--- src/hdl/blpd_pkg.sv ---
// Shared types, codes and reset values of the button gesture detector.
package blpd_pkg;

    localparam int STAMP_W = 32;
    localparam int KIND_W  = 2;
    localparam int MODE_W  = 2;
    localparam int TAPS_W  = 4;
    localparam int MS_W    = 16;
    localparam int CFG_IDX_W  = 2;
    localparam int CFG_DATA_W = 16;

    localparam logic [KIND_W-1:0] KIND_PRESS   = 2'd0;
    localparam logic [KIND_W-1:0] KIND_RELEASE = 2'd1;
    localparam logic [KIND_W-1:0] KIND_TICK    = 2'd2;
    localparam logic [KIND_W-1:0] KIND_CLOSE   = 2'd3;

    localparam logic [MODE_W-1:0] MODE_IDLE    = 2'd0;
    localparam logic [MODE_W-1:0] MODE_CONV    = 2'd1;
    localparam logic [MODE_W-1:0] MODE_CONSOLE = 2'd2;

    localparam logic [CFG_IDX_W-1:0] REG_TAP_TARGET  = 2'd0;
    localparam logic [CFG_IDX_W-1:0] REG_TAP_WINDOW  = 2'd1;
    localparam logic [CFG_IDX_W-1:0] REG_ADJACENT    = 2'd2;
    localparam logic [CFG_IDX_W-1:0] REG_LONG_PRESS  = 2'd3;

    localparam logic [TAPS_W-1:0] RST_TAP_TARGET = 4'd10;
    localparam logic [MS_W-1:0]   RST_TAP_WINDOW = 16'd5000;
    localparam logic [MS_W-1:0]   RST_ADJACENT   = 16'd500;
    localparam logic [MS_W-1:0]   RST_LONG_PRESS = 16'd500;

    typedef struct packed {
        logic [TAPS_W-1:0] tap_target;
        logic [MS_W-1:0]   tap_window_ms;
        logic [MS_W-1:0]   adjacent_tap_ms;
        logic [MS_W-1:0]   long_press_ms;
    } blpd_cfg_t;

    typedef struct packed {
        logic [MODE_W-1:0]  mode;
        logic               held;
        logic [STAMP_W-1:0] press_start;
        logic [STAMP_W-1:0] first_tap;
        logic [STAMP_W-1:0] last_release;
        logic [TAPS_W-1:0]  taps;
    } blpd_state_t;

endpackage

--- src/hdl/blpd_event_if.sv ---
// Event input channel: valid/ready with event kind and time stamp.
interface blpd_event_if;
    logic                        valid;
    logic                        ready;
    logic [blpd_pkg::KIND_W-1:0]  kind;
    logic [blpd_pkg::STAMP_W-1:0] stamp_ms;

    modport source (output valid, output kind, output stamp_ms, input ready);
    modport sink   (input valid, input kind, input stamp_ms, output ready);
endinterface

--- src/hdl/blpd_result_if.sv ---
// Result output channel: valid/ready with mode, tap count and held flag.
interface blpd_result_if;
    logic                        valid;
    logic                        ready;
    logic [blpd_pkg::MODE_W-1:0] mode_now;
    logic [blpd_pkg::TAPS_W-1:0] taps_now;
    logic                        held_now;

    modport source (output valid, output mode_now, output taps_now, output held_now,
                    input ready);
    modport sink   (input valid, input mode_now, input taps_now, input held_now,
                    output ready);
endinterface

--- src/hdl/blpd_cfg_if.sv ---
// Configuration write channel: valid/ready with register index and data.
interface blpd_cfg_if;
    logic                            valid;
    logic                            ready;
    logic [blpd_pkg::CFG_IDX_W-1:0]  index;
    logic [blpd_pkg::CFG_DATA_W-1:0] data;

    modport source (output valid, output index, output data, input ready);
    modport sink   (input valid, input index, input data, output ready);
endinterface

--- src/hdl/blpd_step.sv ---
// Next-state logic of the gesture detector for one button event.
module blpd_step (
    input  logic [blpd_pkg::KIND_W-1:0]  kind,
    input  logic [blpd_pkg::STAMP_W-1:0] stamp_ms,
    input  blpd_pkg::blpd_cfg_t          cfg,
    input  blpd_pkg::blpd_state_t        cur,
    output blpd_pkg::blpd_state_t        nxt
);
    import blpd_pkg::*;

    logic [STAMP_W:0]   since_press;
    logic [STAMP_W:0]   since_release;
    logic [STAMP_W:0]   since_first;
    logic               active;
    logic               is_long;
    logic               restart;
    logic [TAPS_W:0]    count;

    always_comb
    begin
        since_press   = {1'b0, stamp_ms} - {1'b0, cur.press_start};
        since_release = {1'b0, stamp_ms} - {1'b0, cur.last_release};
        since_first   = {1'b0, stamp_ms} - {1'b0, cur.first_tap};
        active        = cur.held && (cur.mode != MODE_CONSOLE);
        // a borrow means the stamp lies before the reference time
        is_long = since_press[STAMP_W] ||
                  (since_press[STAMP_W-1:0] >= {{(STAMP_W-MS_W){1'b0}}, cfg.long_press_ms});
        restart = (cur.taps == '0) ||
                  since_release[STAMP_W] ||
                  (since_release[STAMP_W-1:0] >
                   {{(STAMP_W-MS_W){1'b0}}, cfg.adjacent_tap_ms}) ||
                  since_first[STAMP_W] ||
                  (since_first[STAMP_W-1:0] >
                   {{(STAMP_W-MS_W){1'b0}}, cfg.tap_window_ms});
        count = restart ? {{TAPS_W{1'b0}}, 1'b1} : ({1'b0, cur.taps} + 1'b1);

        nxt = cur;
        case (kind)
            KIND_PRESS:
            begin
                if (!cur.held && (cur.mode != MODE_CONSOLE))
                begin
                    nxt.held        = 1'b1;
                    nxt.press_start = stamp_ms;
                end
            end
            KIND_RELEASE:
            begin
                nxt.held = 1'b0;
                if (active)
                begin
                    if (is_long)
                    begin
                        nxt.first_tap    = '0;
                        nxt.last_release = '0;
                        nxt.taps         = '0;
                        nxt.mode         = MODE_CONV;
                    end
                    else if (count >= {1'b0, cfg.tap_target})
                    begin
                        nxt.first_tap    = '0;
                        nxt.last_release = '0;
                        nxt.taps         = '0;
                        nxt.mode         = MODE_CONSOLE;
                    end
                    else
                    begin
                        nxt.first_tap    = restart ? stamp_ms : cur.first_tap;
                        nxt.last_release = stamp_ms;
                        nxt.taps         = count[TAPS_W-1:0];
                        nxt.mode         = MODE_IDLE;
                    end
                end
            end
            KIND_TICK:
            begin
                if (active && !since_press[STAMP_W] && is_long)
                begin
                    nxt.first_tap    = '0;
                    nxt.last_release = '0;
                    nxt.taps         = '0;
                    nxt.mode         = MODE_CONV;
                end
            end
            KIND_CLOSE:
            begin
                if (cur.mode == MODE_CONSOLE)
                begin
                    nxt.first_tap    = '0;
                    nxt.last_release = '0;
                    nxt.taps         = '0;
                    nxt.mode         = MODE_IDLE;
                    nxt.held         = 1'b0;
                end
            end
            default:
            begin
                nxt = cur;
            end
        endcase
    end

endmodule

--- src/hdl/button_long_press_multi_tap_detector_unit.sv ---
// Top level of the button long-press and multi-tap gesture detector.
// Each accepted event transfer gives exactly one result transfer carrying the
// mode, the quick-tap count and the held flag after that event. Events are
// taken one per clock while no result waits unaccepted; each event passes
// through the event register, then the result register, and the gesture state is
// updated in the cycle in which an event moves from the event register to the
// result register. Configuration writes are taken at any time and apply to later
// events; they are meant to be issued only while no event is in flight.
module button_long_press_multi_tap_detector_unit (
    input  logic          clk,
    input  logic          rst_n,
    blpd_event_if.sink    evt,
    blpd_result_if.source res,
    blpd_cfg_if.sink      cfg
);
    import blpd_pkg::*;

    logic                 evt_valid_reg;
    logic [KIND_W-1:0]    evt_kind_reg;
    logic [STAMP_W-1:0]   evt_stamp_reg;
    logic                 res_valid_reg;
    logic [MODE_W-1:0]    res_mode_reg;
    logic [TAPS_W-1:0]    res_taps_reg;
    logic                 res_held_reg;
    blpd_state_t          state_reg;
    blpd_state_t          state_next;
    blpd_cfg_t            cfg_reg;
    logic                 advance;

    assign advance   = evt_valid_reg && (!res_valid_reg || res.ready);
    assign evt.ready = !evt_valid_reg || advance;
    assign cfg.ready = 1'b1;

    assign res.valid    = res_valid_reg;
    assign res.mode_now = res_mode_reg;
    assign res.taps_now = res_taps_reg;
    assign res.held_now = res_held_reg;

    blpd_step u_step (
        .kind     (evt_kind_reg),
        .stamp_ms (evt_stamp_reg),
        .cfg      (cfg_reg),
        .cur      (state_reg),
        .nxt      (state_next)
    );

    // event register
    always_ff @(posedge clk or negedge rst_n)
    begin
        if (!rst_n)
        begin
            evt_valid_reg <= 1'b0;
        end
        else if (evt.ready)
        begin
            evt_valid_reg <= evt.valid;
        end
    end

    always_ff @(posedge clk)
    begin
        if (evt.valid && evt.ready)
        begin
            evt_kind_reg  <= evt.kind;
            evt_stamp_reg <= evt.stamp_ms;
        end
    end

    // gesture state
    always_ff @(posedge clk or negedge rst_n)
    begin
        if (!rst_n)
        begin
            state_reg <= '0;
        end
        else if (advance)
        begin
            state_reg <= state_next;
        end
    end

    // result register
    always_ff @(posedge clk or negedge rst_n)
    begin
        if (!rst_n)
        begin
            res_valid_reg <= 1'b0;
        end
        else if (advance)
        begin
            res_valid_reg <= 1'b1;
        end
        else if (res.ready)
        begin
            res_valid_reg <= 1'b0;
        end
    end

    always_ff @(posedge clk)
    begin
        if (advance)
        begin
            res_mode_reg <= state_next.mode;
            res_taps_reg <= state_next.taps;
            res_held_reg <= state_next.held;
        end
    end

    // configuration registers
    always_ff @(posedge clk or negedge rst_n)
    begin
        if (!rst_n)
        begin
            cfg_reg.tap_target      <= RST_TAP_TARGET;
            cfg_reg.tap_window_ms   <= RST_TAP_WINDOW;
            cfg_reg.adjacent_tap_ms <= RST_ADJACENT;
            cfg_reg.long_press_ms   <= RST_LONG_PRESS;
        end
        else if (cfg.valid && cfg.ready)
        begin
            case (cfg.index)
                REG_TAP_TARGET: cfg_reg.tap_target      <= cfg.data[TAPS_W-1:0];
                REG_TAP_WINDOW: cfg_reg.tap_window_ms   <= cfg.data[MS_W-1:0];
                REG_ADJACENT:   cfg_reg.adjacent_tap_ms <= cfg.data[MS_W-1:0];
                REG_LONG_PRESS: cfg_reg.long_press_ms   <= cfg.data[MS_W-1:0];
                default:        cfg_reg <= cfg_reg;
            endcase
        end
    end

    a_stall_only_on_full: assert property (@(posedge clk) disable iff (!rst_n)
        !evt.ready |-> (res_valid_reg && !res.ready))
        else $error("event side stalled while result side could move");

    a_advance_gives_result: assert property (@(posedge clk) disable iff (!rst_n)
        advance |=> res_valid_reg)
        else $error("event moved on without a result");

    a_console_no_taps: assert property (@(posedge clk) disable iff (!rst_n)
        (state_reg.mode == MODE_CONSOLE) |-> (state_reg.taps == '0))
        else $error("tap count kept in console mode");

    a_conv_no_taps: assert property (@(posedge clk) disable iff (!rst_n)
        (state_reg.mode == MODE_CONV) |-> (state_reg.taps == '0))
        else $error("tap count kept in conversation mode");

    a_result_matches_state: assert property (@(posedge clk) disable iff (!rst_n)
        advance |=> (res_mode_reg == state_reg.mode && res_held_reg == state_reg.held))
        else $error("result differs from updated state");

endmodule
--- src/flat_wrapper.sv ---
// flat-port wrapper written by rule: the top's interface ports become plain ports
module button_long_press_multi_tap_detector_unit_flat import blpd_pkg::*;
  (clk, rst_n, evt_valid, evt_kind, evt_stamp_ms, evt_ready, res_valid, res_mode_now, res_taps_now, res_held_now, res_ready, cfg_valid, cfg_index, cfg_data, cfg_ready);
  blpd_event_if evt_i ();
  blpd_result_if res_i ();
  blpd_cfg_if cfg_i ();
  input  logic clk;
  input  logic rst_n;
  input wire logic [$bits(evt_i.valid)-1:0] evt_valid;
  input wire logic [$bits(evt_i.kind)-1:0] evt_kind;
  input wire logic [$bits(evt_i.stamp_ms)-1:0] evt_stamp_ms;
  output wire logic [$bits(evt_i.ready)-1:0] evt_ready;
  output wire logic [$bits(res_i.valid)-1:0] res_valid;
  output wire logic [$bits(res_i.mode_now)-1:0] res_mode_now;
  output wire logic [$bits(res_i.taps_now)-1:0] res_taps_now;
  output wire logic [$bits(res_i.held_now)-1:0] res_held_now;
  input wire logic [$bits(res_i.ready)-1:0] res_ready;
  input wire logic [$bits(cfg_i.valid)-1:0] cfg_valid;
  input wire logic [$bits(cfg_i.index)-1:0] cfg_index;
  input wire logic [$bits(cfg_i.data)-1:0] cfg_data;
  output wire logic [$bits(cfg_i.ready)-1:0] cfg_ready;
  assign evt_i.valid = evt_valid;
  assign evt_i.kind = evt_kind;
  assign evt_i.stamp_ms = evt_stamp_ms;
  assign evt_ready = evt_i.ready;
  assign res_valid = res_i.valid;
  assign res_mode_now = res_i.mode_now;
  assign res_taps_now = res_i.taps_now;
  assign res_held_now = res_i.held_now;
  assign res_i.ready = res_ready;
  assign cfg_i.valid = cfg_valid;
  assign cfg_i.index = cfg_index;
  assign cfg_i.data = cfg_data;
  assign cfg_ready = cfg_i.ready;
  button_long_press_multi_tap_detector_unit u_core (.clk(clk), .rst_n(rst_n), .evt(evt_i), .res(res_i), .cfg(cfg_i));
endmodule
--- config.mk ---
export PLATFORM = sky130hd
export DESIGN_NAME = button_long_press_multi_tap_detector_unit_flat
export DESIGN_NICKNAME = d
export VERILOG_FILES = /design/src/hdl/blpd_pkg.sv /design/src/hdl/blpd_event_if.sv /design/src/hdl/blpd_result_if.sv /design/src/hdl/blpd_cfg_if.sv /design/src/hdl/blpd_step.sv /design/src/hdl/button_long_press_multi_tap_detector_unit.sv /design/src/flat_wrapper.sv
export SDC_FILE = /design/constraint.sdc
export NUM_CORES = 1
export LEC_CHECK = 0
export ABC_CLOCK_PERIOD_IN_PS = 7100
export BUFFER_PORTS_ARGS = -buffer_cell sky130_fd_sc_hd__buf_2
export CELL_PAD_IN_SITES_DETAIL_PLACEMENT = 1
export CELL_PAD_IN_SITES_GLOBAL_PLACEMENT = 1
export CORE_UTILIZATION = 45
export CTS_CLUSTER_SIZE = 28
export DETAILED_ROUTE_END_ITERATION = 16
export GPL_ROUTABILITY_DRIVEN = 0
export MAX_ROUTING_LAYER = met4
export PLACE_DENSITY = 0.78
export SYNTH_ARGS = -nofsm -noshare
export SYNTH_HDL_FRONTEND = slang
export SYNTH_SLANG_ARGS = --single-unit
--- constraint.sdc ---
create_clock -name clk -period 7.1 [get_ports clk]
set_clock_uncertainty 0.05 [all_clocks]
set_input_delay 0.71 -clock clk [delete_from_list [all_inputs] [get_ports clk]]
set_output_delay 0.71 -clock clk [all_outputs]
set_load 0.01 [all_outputs]
# Yosys cells after proc, flatten, opt, wreduce, memory -nomap -nowiden
# Cells that the tools add are included.
# W data, S select, Z words.
[word_totals] input_bits=57 output_inout_bits=10 register_bits=198
[classes] order_cmp=4 muxes=18 reduce_logical=29 eq_ne=12 addsub=4
[op_table] op="$mux W68" count=5
[op_table] op="$pmux W68 S3" count=1
[op_table] op="$sub A32 B32 Y33" count=3
[op_table] op="$gt A32 B16 Y1" count=2
[op_table] op="$mux W33" count=1
[op_table] op="$ge A32 B16 Y1" count=1
[op_table] op="$mux W32" count=1
[op_table] op="$eq A2 B2 Y1 const B" count=5
[op_table] op="$mux W2" count=4
[op_table] op="$ne A2 B2 Y1 const B" count=4
[op_table] op="$reduce_and A2 Y1" count=4
[op_table] op="$logic_or A1 B1 Y1" count=7
[op_table] op="$logic_and A1 B1 Y1" count=6
[op_table] op="$pmux W2 S3" count=1
[op_table] op="$reduce_and A6 Y1" count=1
[op_table] op="$add A4 B1 Y5 const B" count=1
[op_table] op="$ge A5 B4 Y1" count=1
[op_table] op="$mux W5" count=1
[op_table] op="$reduce_and A5 Y1" count=1
[op_table] op="$eq A2 B1 Y1 const B" count=2
[op_table] op="$logic_not A1 Y1" count=4
[op_table] op="$logic_not A2 Y1" count=2
[op_table] op="$logic_not A4 Y1" count=1
[op_table] op="$ne A4 B4 Y1 const B" count=1
[op_table] op="6 further kinds" count=7

# Logic depth before layout (Yosys ltp)
# Gate-level depths: netlist (run 1).
[logic_depth] depth_word=11 mapped_depth=30

# Cells and area by module
# A second synthesis (run 1) with hierarchy kept.
[unflattened] cells_unflattened=2093 area_unflattened_um2=17843.4
[by_module_without_submodules] module="blpd_step" area_each_um2=10537.6 n_inst=1 seq_area_each_um2=0.0 cells_each=1713
[by_module_without_submodules] module="button_long_press_multi_tap_detector_unit" area_each_um2=7305.8 n_inst=1 seq_area_each_um2=5183.7 cells_each=380

# Least setup slack after synthesis (run 1)
# Ideal clock, no wire load.
[synth_timing] path_kind="flip-flop to flip-flop" startpoint="register u_core.evt_stamp_reg[1]" endpoint="register u_core.state_reg[40] (netlist bit)" path_stages_with_launch=30 setup_slack_ns=-0.036 arrival_ns=6.962 period_less_slack_ns=7.136 setup_time_ns=0.125 cell_sequence="edfxtp_1 -> ha_1 -> nor2b_1 -> o2111ai_1 -> a21o_1 -> nand2_1 -> a21oi_1 -> nor2b_1 -> o21a_1 -> nor2_1 -> xnor2_1 -> ha_1 -> nand4_1 -> nor2_1 -> a221o_1 -> o31a_1 -> or4b_1 -> or4_1 -> or4_1 -> or3_1 -> nor2_1 -> ha_1 -> nand2b_1 -> a21o_1 -> a21o_1 -> a21oi_1 -> nor4b_1 -> a31o_4 -> buf_6 -> mux2_2"
[synth_between] elab_chain_len=11 elab_cells_between_ends=23 cone_classes="3 x add/sub; 4 x order compare; 2 x eq/ne; 5 x mux; 9 x reduce/logical"
[synth_rtl] element="from (decl)" line="button_long_press_multi_tap_detector_unit.sv:20" text="logic [STAMP_W-1:0] evt_stamp_reg;"
[synth_rtl] element="from (signal assigned)" line="button_long_press_multi_tap_detector_unit.sv:65" text="evt_stamp_reg <= evt.stamp_ms;"
[synth_rtl] element="$sub A32 B32 Y33" line="blpd_step.sv:22" text="since_release = {1'b0, stamp_ms} - {1'b0, cur.last_release};"
[synth_rtl] element="$gt A32 B16 Y1 / $logic_or A1 B1 Y1 (equally long branches)" line="blpd_step.sv:30, blpd_step.sv:28"
[synth_rtl] element="$logic_or A1 B1 Y1" line="blpd_step.sv:29" text="since_release[STAMP_W] ||"
[synth_rtl] element="$logic_or A1 B1 Y1" line="blpd_step.sv:31" text="{{(STAMP_W-MS_W){1'b0}}, cfg.adjacent_tap_ms}) ||"
[synth_rtl] element="$logic_or A1 B1 Y1" line="blpd_step.sv:32" text="since_first[STAMP_W] ||"
[synth_rtl] element="$mux W5" line="blpd_step.sv:35" text="count = restart ? {{TAPS_W{1'b0}}, 1'b1} : ({1'b0, cur.taps} + 1'b1);"
[synth_rtl] element="$ge A5 B4 Y1" line="blpd_step.sv:59" text="else if (count >= {1'b0, cfg.tap_target})"
[synth_rtl] element="$mux W68" line="blpd_step.sv:59"
[synth_rtl] element="$mux W68" line="blpd_step.sv:52" text="if (is_long)"
[synth_rtl] element="$mux W68" line="blpd_step.sv:50" text="if (active)"
[synth_rtl] element="$pmux W68 S3" line="blpd_step.sv:38" text="case (kind)"
[synth_rtl] element="to (signal assigned)" line="button_long_press_multi_tap_detector_unit.sv:78" text="state_reg <= state_next;"
[synth_rtl] element="to (decl)" line="button_long_press_multi_tap_detector_unit.sv:25" text="blpd_state_t state_reg;"
# Parallel ways exist; a longest one is shown, timed or not. The select of a mux whose other input is x is not followed.
# A chain may end at the register's enable or synchronous reset.

# Worst setup path in the final report (run 1)
[layout_timing] startpoint="register u_core.evt_stamp_reg[0]" endpoint="register u_core.state_reg[10] (netlist bit)"
# Same word-level chain as after synthesis.

==> results of run 1 <==
==> cell families after synthesis <==
family	count (synthesis)	synth area share, %
AO/OA/AOI/OAI	482	21.49
AND/OR/NAND/NOR	419	13.67
flip-flops	198	33.26
other	1	0.02406
multiplexers	123	8.816
XOR/XNOR	60	3.372
buffers and inverters	271	6.937
adder cells (fa/ha/maj)	153	12.43
==> synth_stat cells (23+ instances only) <==
cell,count
nand4_1,29
a21oi_1,118
clkbuf_1,34
a211oi_2,29
xnor2_1,37
ha_1,150
nand2_1,137
mux2_2,100
nand3_1,28
a21o_1,37
nor2_1,78
nor3_1,34
o21ai_0,98
xor2_1,23
edfxtp_1,41
inv_1,207
dfrtp_1,138
==> cells in the final DEF (no fill, tap or decap), types with 11 or more instances in the layout <==
cell       netlist  final
inv_1          207    203
dfrtp_1        138    138
ha_1           150    136
nand2_1        137    134
buf_4            4    126
a21oi_1        118    109
o21ai_0         98     95
mux2_2         100     82
nor2_1          78     73
buf_2           19     64
edfxtp_1        41     41
a21o_1          37     37
xnor2_1         37     36
nor3_1          34     32
mux2_4           0     30
nand4_1         29     29
nand3_1         28     27
a211oi_2        29     26
xor2_1          23     23
a211oi_1        22     20
dfstp_2         19     19
o21a_1          18     18
nand2b_1        19     17
clkbuf_16        0     17
o211ai_1        15     15
a31oi_1         15     14
ha_4             0     14
o21ai_1         12     13
a21oi_2          3     11
and3_1          12     11
o31ai_1         13     11
==> layer usage <==
metal  GRT usage [%]  vias to the layer above
met4           9.756                        0
met2           53.46                      647
met5               -                        -
li1                -                     6498
met1           43.36                     7529
met3           4.192                      145
==> critical path, delay by kind of cell (launching register included) <==
kind,cells,cell delay (ps)
simple gates,9,3020
flops,1,400
xor+xnor,1,90
mux,1,280
compound gates,8,1830
buf+inv,8,1090
fa+ha+maj,4,1150
==> metrics by stage <==
stage	setup slack (ps)	power (uW)	std cells	area, um^2	hold WS [ps]
detailed placement	-596.0	3304	2274	17110	419.7
floorplan	42.58	2692	1707	15590	364.4
global route	-909.4	4757	2329	18560	356.2
finish	-866.9	4517	2329	18560	336.7
global placement	-396.2	3210	2274	17110	411.1
CTS	-157.9	4408	2324	18340	358.1
==> timing repair <==
action,in CTS,in global routing
setup buffers,15,8
pin swaps,36,35
gates resized for setup,75,52
setup endpoints to repair,73,75
cloned,4,0
==> layout make-up <==
type	instances	area share, %
clock buffers	19	2.386
flip-flops and latches	198	27.92
multi-input cells	1238	53.36
well taps	448	3.019
clock inverters	13	0.8694
inverters	208	4.206
repair buffers	205	8.236
==> where the power goes <==
group | leakage, uW | total [uW] | switching (uW) | internal [uW]
sequential | 0.00239 | 1440 | 109 | 1330
clock | 0.000291 | 1040 | 494 | 541
combinational | 0.00545 | 2050 | 1260 | 790
total | 0.00813 | 4520 | 1860 | 2660
==> how the worst max path moves through the flow <==
stage	endpoint	from	slack (ps)	cells past startpoint
2_1_floorplan	u_core.state_reg[40]	u_core.evt_stamp_reg[1]	40	29
3_3_place_gp	u_core.state_reg[40]	u_core.evt_stamp_reg[8]	-400	27
3_5_place_dp	u_core.state_reg[42]	u_core.evt_stamp_reg[8]	-600	27
4_1_cts	u_core.state_reg[65]	u_core.evt_stamp_reg[12]	-160	29
5_1_grt	u_core.state_reg[10]	u_core.evt_stamp_reg[0]	-910	31
6_report	u_core.state_reg[10]	u_core.evt_stamp_reg[0]	-870	31
==> metrics, run 1 <==
status finished with violations; failing checks negative setup slack; area of the multi-input gates 9906 um^2; leading area contributor after synthesis dfrtp_1; antenna violations before repair 0; crit path kind register to register; WL met2 28180 um; critical path launch point type register; Max Clk Rate 125.5 MHz; hold buffer count at CTS 0; Slew @ Worst Pin 1228 ps; Worst R2R Setup Slack -870 ps; GR Overflow Total 0; Initial Util 46.13%; maxcap violations 0; cts bufs inserted 17; post-layout util 54.95%; FF-to-FF End u_core.state_reg[10]; n_diodes 0; metal3 WL 4174 um; Fin. Hold Viols 0; kind of end point of the critical path register; vias in the first global route 15110; Synth area leaders dfrtp_1 (22%), ha_1 (12%), edfxtp_1 (7.9%); final worst setup slack -866.9 ps; # setup viols final 74; EDFF count, synth 41; worst-skew pair later-pin latency 470 ps; Lkg Pwr 0.008132 uW; synthesis-stage register bit count 198; Post-route DRC 0; relative slew slack 18.17%; Mapped Area 15580 um^2; r2r startpoint u_core.evt_stamp_reg[0]; worst-case clock buffer depth 2; core box area 33780 um^2; number of fill cells 3819; met1 wire length 25220 um; Critical Path Max Stage Delay 550 ps; Seq. cell area 5184 um^2; Cell Pwr Density 243.3 nW/um^2; largest fanout on the critical path 5; die outline width 188.1 um; drt first-iter violations 1104; max reg flops 103; post-synthesis async set-or-reset flop share 79.29%; syn nets 1917; first-pass GRT wire length 87840 um; post-synthesis sequential area ratio 33.26%; Max Transition Viols Final 0; Sum Neg Setup Slack -50070 ps; I/O Buffers 65; Routed WL per cell 25.59 um; I/O pin count 67; Tmin final 7967 ps; Most used DFF post-synth dfrtp_1; Synth top area share 22.16%; Area growth syn-to-layout 19.13%; Die Height 188.1 um; Synth Warn # 0; Post-DRT Antenna Nets 0; Avg Inst Size Synth 9.129 um^2; uppermost layer routed met4; CP dominant cell by count buf_4; VDD IR max 0.1736 mV; Cells after Synth 1707; hpwl dp 40790 um; CTS tree built; RSZ-0062 raised after global routing yes; Worst Hold Class input port to asynchronous set/reset pin; TritonRoute pass-1 iters 5; CTS root buffer clkbuf_16; WP data arrival 8300 ps; # nets final 2078; Vias/cell 6.363; via count 14820; layout cells sized above 1 25.57%; Clock Pin Slew Worst Setup and Hold Paths 80 ps; die area 35380 um^2; H-tree levels 4; Post-Route WL 59600 um; Crit-path slowest cell or4_1; gr usage total 33.13%; Clock Sinks 198; Final Cycle Share 112.2%; row count 67; Req. time, crit path 7440 ps; synth unique cells 95; largest net degree at the start of global routing 101; R2R depth 31
No activity file was read; power rests on OpenSTA's default activity.
==> run 2, diff against run 1 <==
- ABC_AREA: default -> 1
- ABC_CLOCK_PERIOD_IN_PS: 7100 -> 7360
- CELL_PAD_IN_SITES_GLOBAL_PLACEMENT: 1 -> 2
- CORE_UTILIZATION: 45 -> 35
- PLACE_DENSITY: 0.78 -> 0.81
- clock period: 7.1 -> 7.36 ns (I/O delays scaled with it)
==> run 2 against run 1 <==
The flow now finishes without violations. Via count increased by 11%. Clock-buffer cell count decreased by 1. Combinational power up 15%. Clock power fell by 9%. First-iteration DRC count is 20% lower. Power rose by 4.9%. Sequential power is essentially flat. Worst setup slack improved by 1500 ps. Cell count rose by 43%. Worst hold slack got worse by 120 ps. Global-route usage shrank 6.1 points. Area after synthesis up 9.0%. Critical path type unchanged. Largest cell class unchanged.
==> metrics, run 2 <==
Die Height 222.3 um (was 188.1 um); Cell Pwr Density 256.6 nW/um^2 (was 243.3 nW/um^2); die area 49410 um^2 (was 35380 um^2); Clock Pin Slew Worst Setup and Hold Paths 80 ps (about the same); TritonRoute pass-1 iters 5 (unchanged); final std cells w/o fill 3338 (was 2329); # setup viols final 0 (was 74); Critical Path Max Stage Delay 490 ps (was 550 ps); synth cell count leaders nand2_1 (1009), inv_1 (514), nor2_1 (195) (was inv_1 (207), ha_1 (150), dfrtp_1 (138)); top-count cell post-synth nand2_1 (was inv_1); Worst Hold Class input port to asynchronous set/reset pin (unchanged); Sum Neg Setup Slack 0 ps (was -50070 ps); cts bufs inserted 17 (unchanged); Cells after Synth 2656 (was 1707); Lkg Pwr 0.01019 uW (was 0.008132 uW); commonest non-fill, non-tap cell in the layout nand2_1 (was inv_1); Post-DRT Antenna Nets 0 (unchanged); hpwl dp 52560 um (was 40790 um); Synth Warn # 0 (unchanged); I/O pin count 67 (unchanged); status completed (was finished with violations); core box area 47850 um^2 (was 33780 um^2); CP dominant cell by count nand2_1 (was buf_4); synth unique cells 46 (was 95); hold buffer count at CTS 0 (unchanged); maxcap violations 0 (unchanged); pre-CTS WS 518.3 ps (was -596.0 ps); Crit-path slowest cell fa_1 (was or4_1); Avg Inst Size Synth 6.394 um^2 (was 9.129 um^2); EDFF count, synth 41 (unchanged); via count 16460 (was 14820); row count 80 (was 67); Routed WL per cell 18.80 um (was 25.59 um); Vias/cell 4.930 (was 6.363); gr usage total 26.99% (was 33.13%); leading cell types in the layout, fill and taps excluded nand2_1 (1009), inv_1 (513), nor2_1 (195) (was inv_1 (203), dfrtp_1 (138), ha_1 (136)); largest fanout on the critical path 32 (was 5); crit path kind register to register (unchanged); post-synthesis async set-or-reset flop share 79.29% (unchanged); CTS tree built (unchanged); H-tree levels 4 (unchanged); number of fill cells 6335 (was 3819); largest net degree at the start of global routing 90 (was 101); Seq. cell area 5184 um^2 (unchanged); relative slew slack 28.45% (was 18.17%); I/O Buffers 65 (unchanged); CTS root buffer clkbuf_16 (unchanged); WP data arrival 7140 ps (was 8300 ps); max reg flops 103 (unchanged); Synth area leaders nand2_1 (22%), dfrtp_1 (20%), inv_1 (11%) (was dfrtp_1 (22%), ha_1 (12%), edfxtp_1 (7.9%)); Post-Route WL 62770 um (was 59600 um); Req. time, crit path 7740 ps (was 7440 ps); Fin. Hold Viols 0 (unchanged); worst-skew pair later-pin latency 500 ps (was 470 ps); Final Cycle Share 91.78% (was 112.2%); critical path launch point type register (unchanged); syn nets 2866 (was 1917); Final Power 4739 uW (was 4517 uW); Area growth syn-to-layout 8.745% (was 19.13%); first-pass GRT wire length 98010 um (was 87840 um); drt first-iter violations 888 (was 1104); Post-route DRC 0 (unchanged); vias in the first global route 17280 (was 15110); leading area contributor after synthesis nand2_1 (was dfrtp_1); Initial Util 35.49% (was 46.13%); n_diodes 0 (unchanged); Slew @ Worst Pin 1070 ps (was 1228 ps); Most used DFF post-synth dfrtp_1 (unchanged); Tmin final 6755 ps (was 7967 ps); die outline width 222.3 um (was 188.1 um); final worst setup slack 605.2 ps (was -866.9 ps); GR Overflow Total 0 (unchanged); placed insts 3306 (was 2274); Max Transition Viols Final 0 (unchanged); WHS 221.2 ps (was 336.7 ps); Max Clk Rate 148.0 MHz (was 125.5 MHz); antenna violations before repair 4 (was 0); synthesis-stage register bit count 198 (unchanged); Mapped Area 16980 um^2 (was 15580 um^2); kind of end point of the critical path register (unchanged); Synth top area share 22.30% (was 22.16%); area of the multi-input gates 9597 um^2 (was 9906 um^2); VDD IR max 0.1712 mV (was 0.1736 mV); post-synthesis sequential area ratio 30.52% (was 33.26%); # nets final 2920 (was 2078); layout cells sized above 1 6.941% (was 25.57%); Worst R2R Setup Slack 610 ps (was -870 ps); Clock Sinks 198 (unchanged); worst-case clock buffer depth 2 (unchanged)
==> run 2: cell types whose count changed after synthesis, moves of 29 or more <==
cell,delta
nor2_1,+117
mux2_2,-100
xnor2_1,-32
a211oi_2,-29
a21o_1,-34
nand3_1,+93
inv_1,+307
nand2_1,+872
==> run 2: what timing repair did <==
item                                    in CTS  in global routing
gates resized for setup                      0                  1
endpoints found under the hold margin        0                  0
endpoints found under the setup margin       0                 59
setup buffers                                0                  0
==> run 2: cells by family (layout without fill, tap and decap cells) <==
kind of cell / Yosys count / after routing / share of synthesized area [%]
AND/OR/NAND/NOR: 1454 / 1454 / 35.33
flip-flops: 198 / 198 / 30.52
XOR/XNOR: 47 / 47 / 2.424
buffers and inverters: 570 / 637 / 13.05
AO/OA/AOI/OAI: 233 / 233 / 7.242
adder cells (fa/ha/maj): 153 / 153 / 11.41
other: 1 / 1 / 0.02208
==> run 2: final timing paths <==
| kind | start | endpoint | depth (start not counted) |
|---|---|---|---|
| worst max-delay path | u_core.evt_stamp_reg[0] | u_core.state_reg[54] | 37 |
| worst min-delay path | rst_n | u_core.cfg_reg[25] | 1 |
| worst max register to register | u_core.evt_stamp_reg[0] | u_core.state_reg[54] | 37 |
| worst min register to register | u_core.state_reg[53] | u_core.state_reg[53] | 2 |
| max in group asynchronous | rst_n | u_core.evt_valid_reg | 2 |
| min in group clk | evt_stamp_ms[16] | u_core.evt_stamp_reg[16] | 1 |
==> run 2: worst max-delay path: cells and delay by family, from the launching register on <==
kind | cells | cell delay (ps)
AO/OA/AOI/OAI | 3 | 470
XOR/XNOR | 1 | 180
adder cells (fa/ha/maj) | 4 | 1200
buffers and inverters | 5 | 560
flip-flops | 1 | 360
AND/OR/NAND/NOR | 24 | 3830
==> run 2: power breakdown <==
part           switching [uW]  leakage, uW  internal [uW]
clock                     501     0.000268            441
combinational            1570      0.00751            779
sequential                152      0.00242           1290
total                    2230       0.0102           2510
==> run 2: area by class of cell <==
cell class	instances	share of cell area [%]
flip-flops and latches	198	28.07
clock inverters	14	0.6436
inverters	537	10.91
multi-input cells	1888	51.96
clock buffers	18	2.324
well taps	615	4.167
repair buffers	68	1.917
==> run 2: per-stage QoR <==
step | instance area [um^2] | util (%)
after floorplan | 16980 | -
after global placement | 17910 | 37.43
after detailed placement | 17910 | 37.43
after CTS | 18460 | 38.58
after global routing | 18470 | 38.60
final | 18470 | 38.60
==> run 2: layer usage <==
metal | vias up | global-route usage [%] | share of wire (%)
met1 | 7920 | 36.24 | 49
met2 | 233 | 42.61 | 45
met5 | - | - | 0
li1 | 8241 | - | -
met3 | 61 | 3.332 | 3.6
met4 | 0 | 7.572 | 2.2
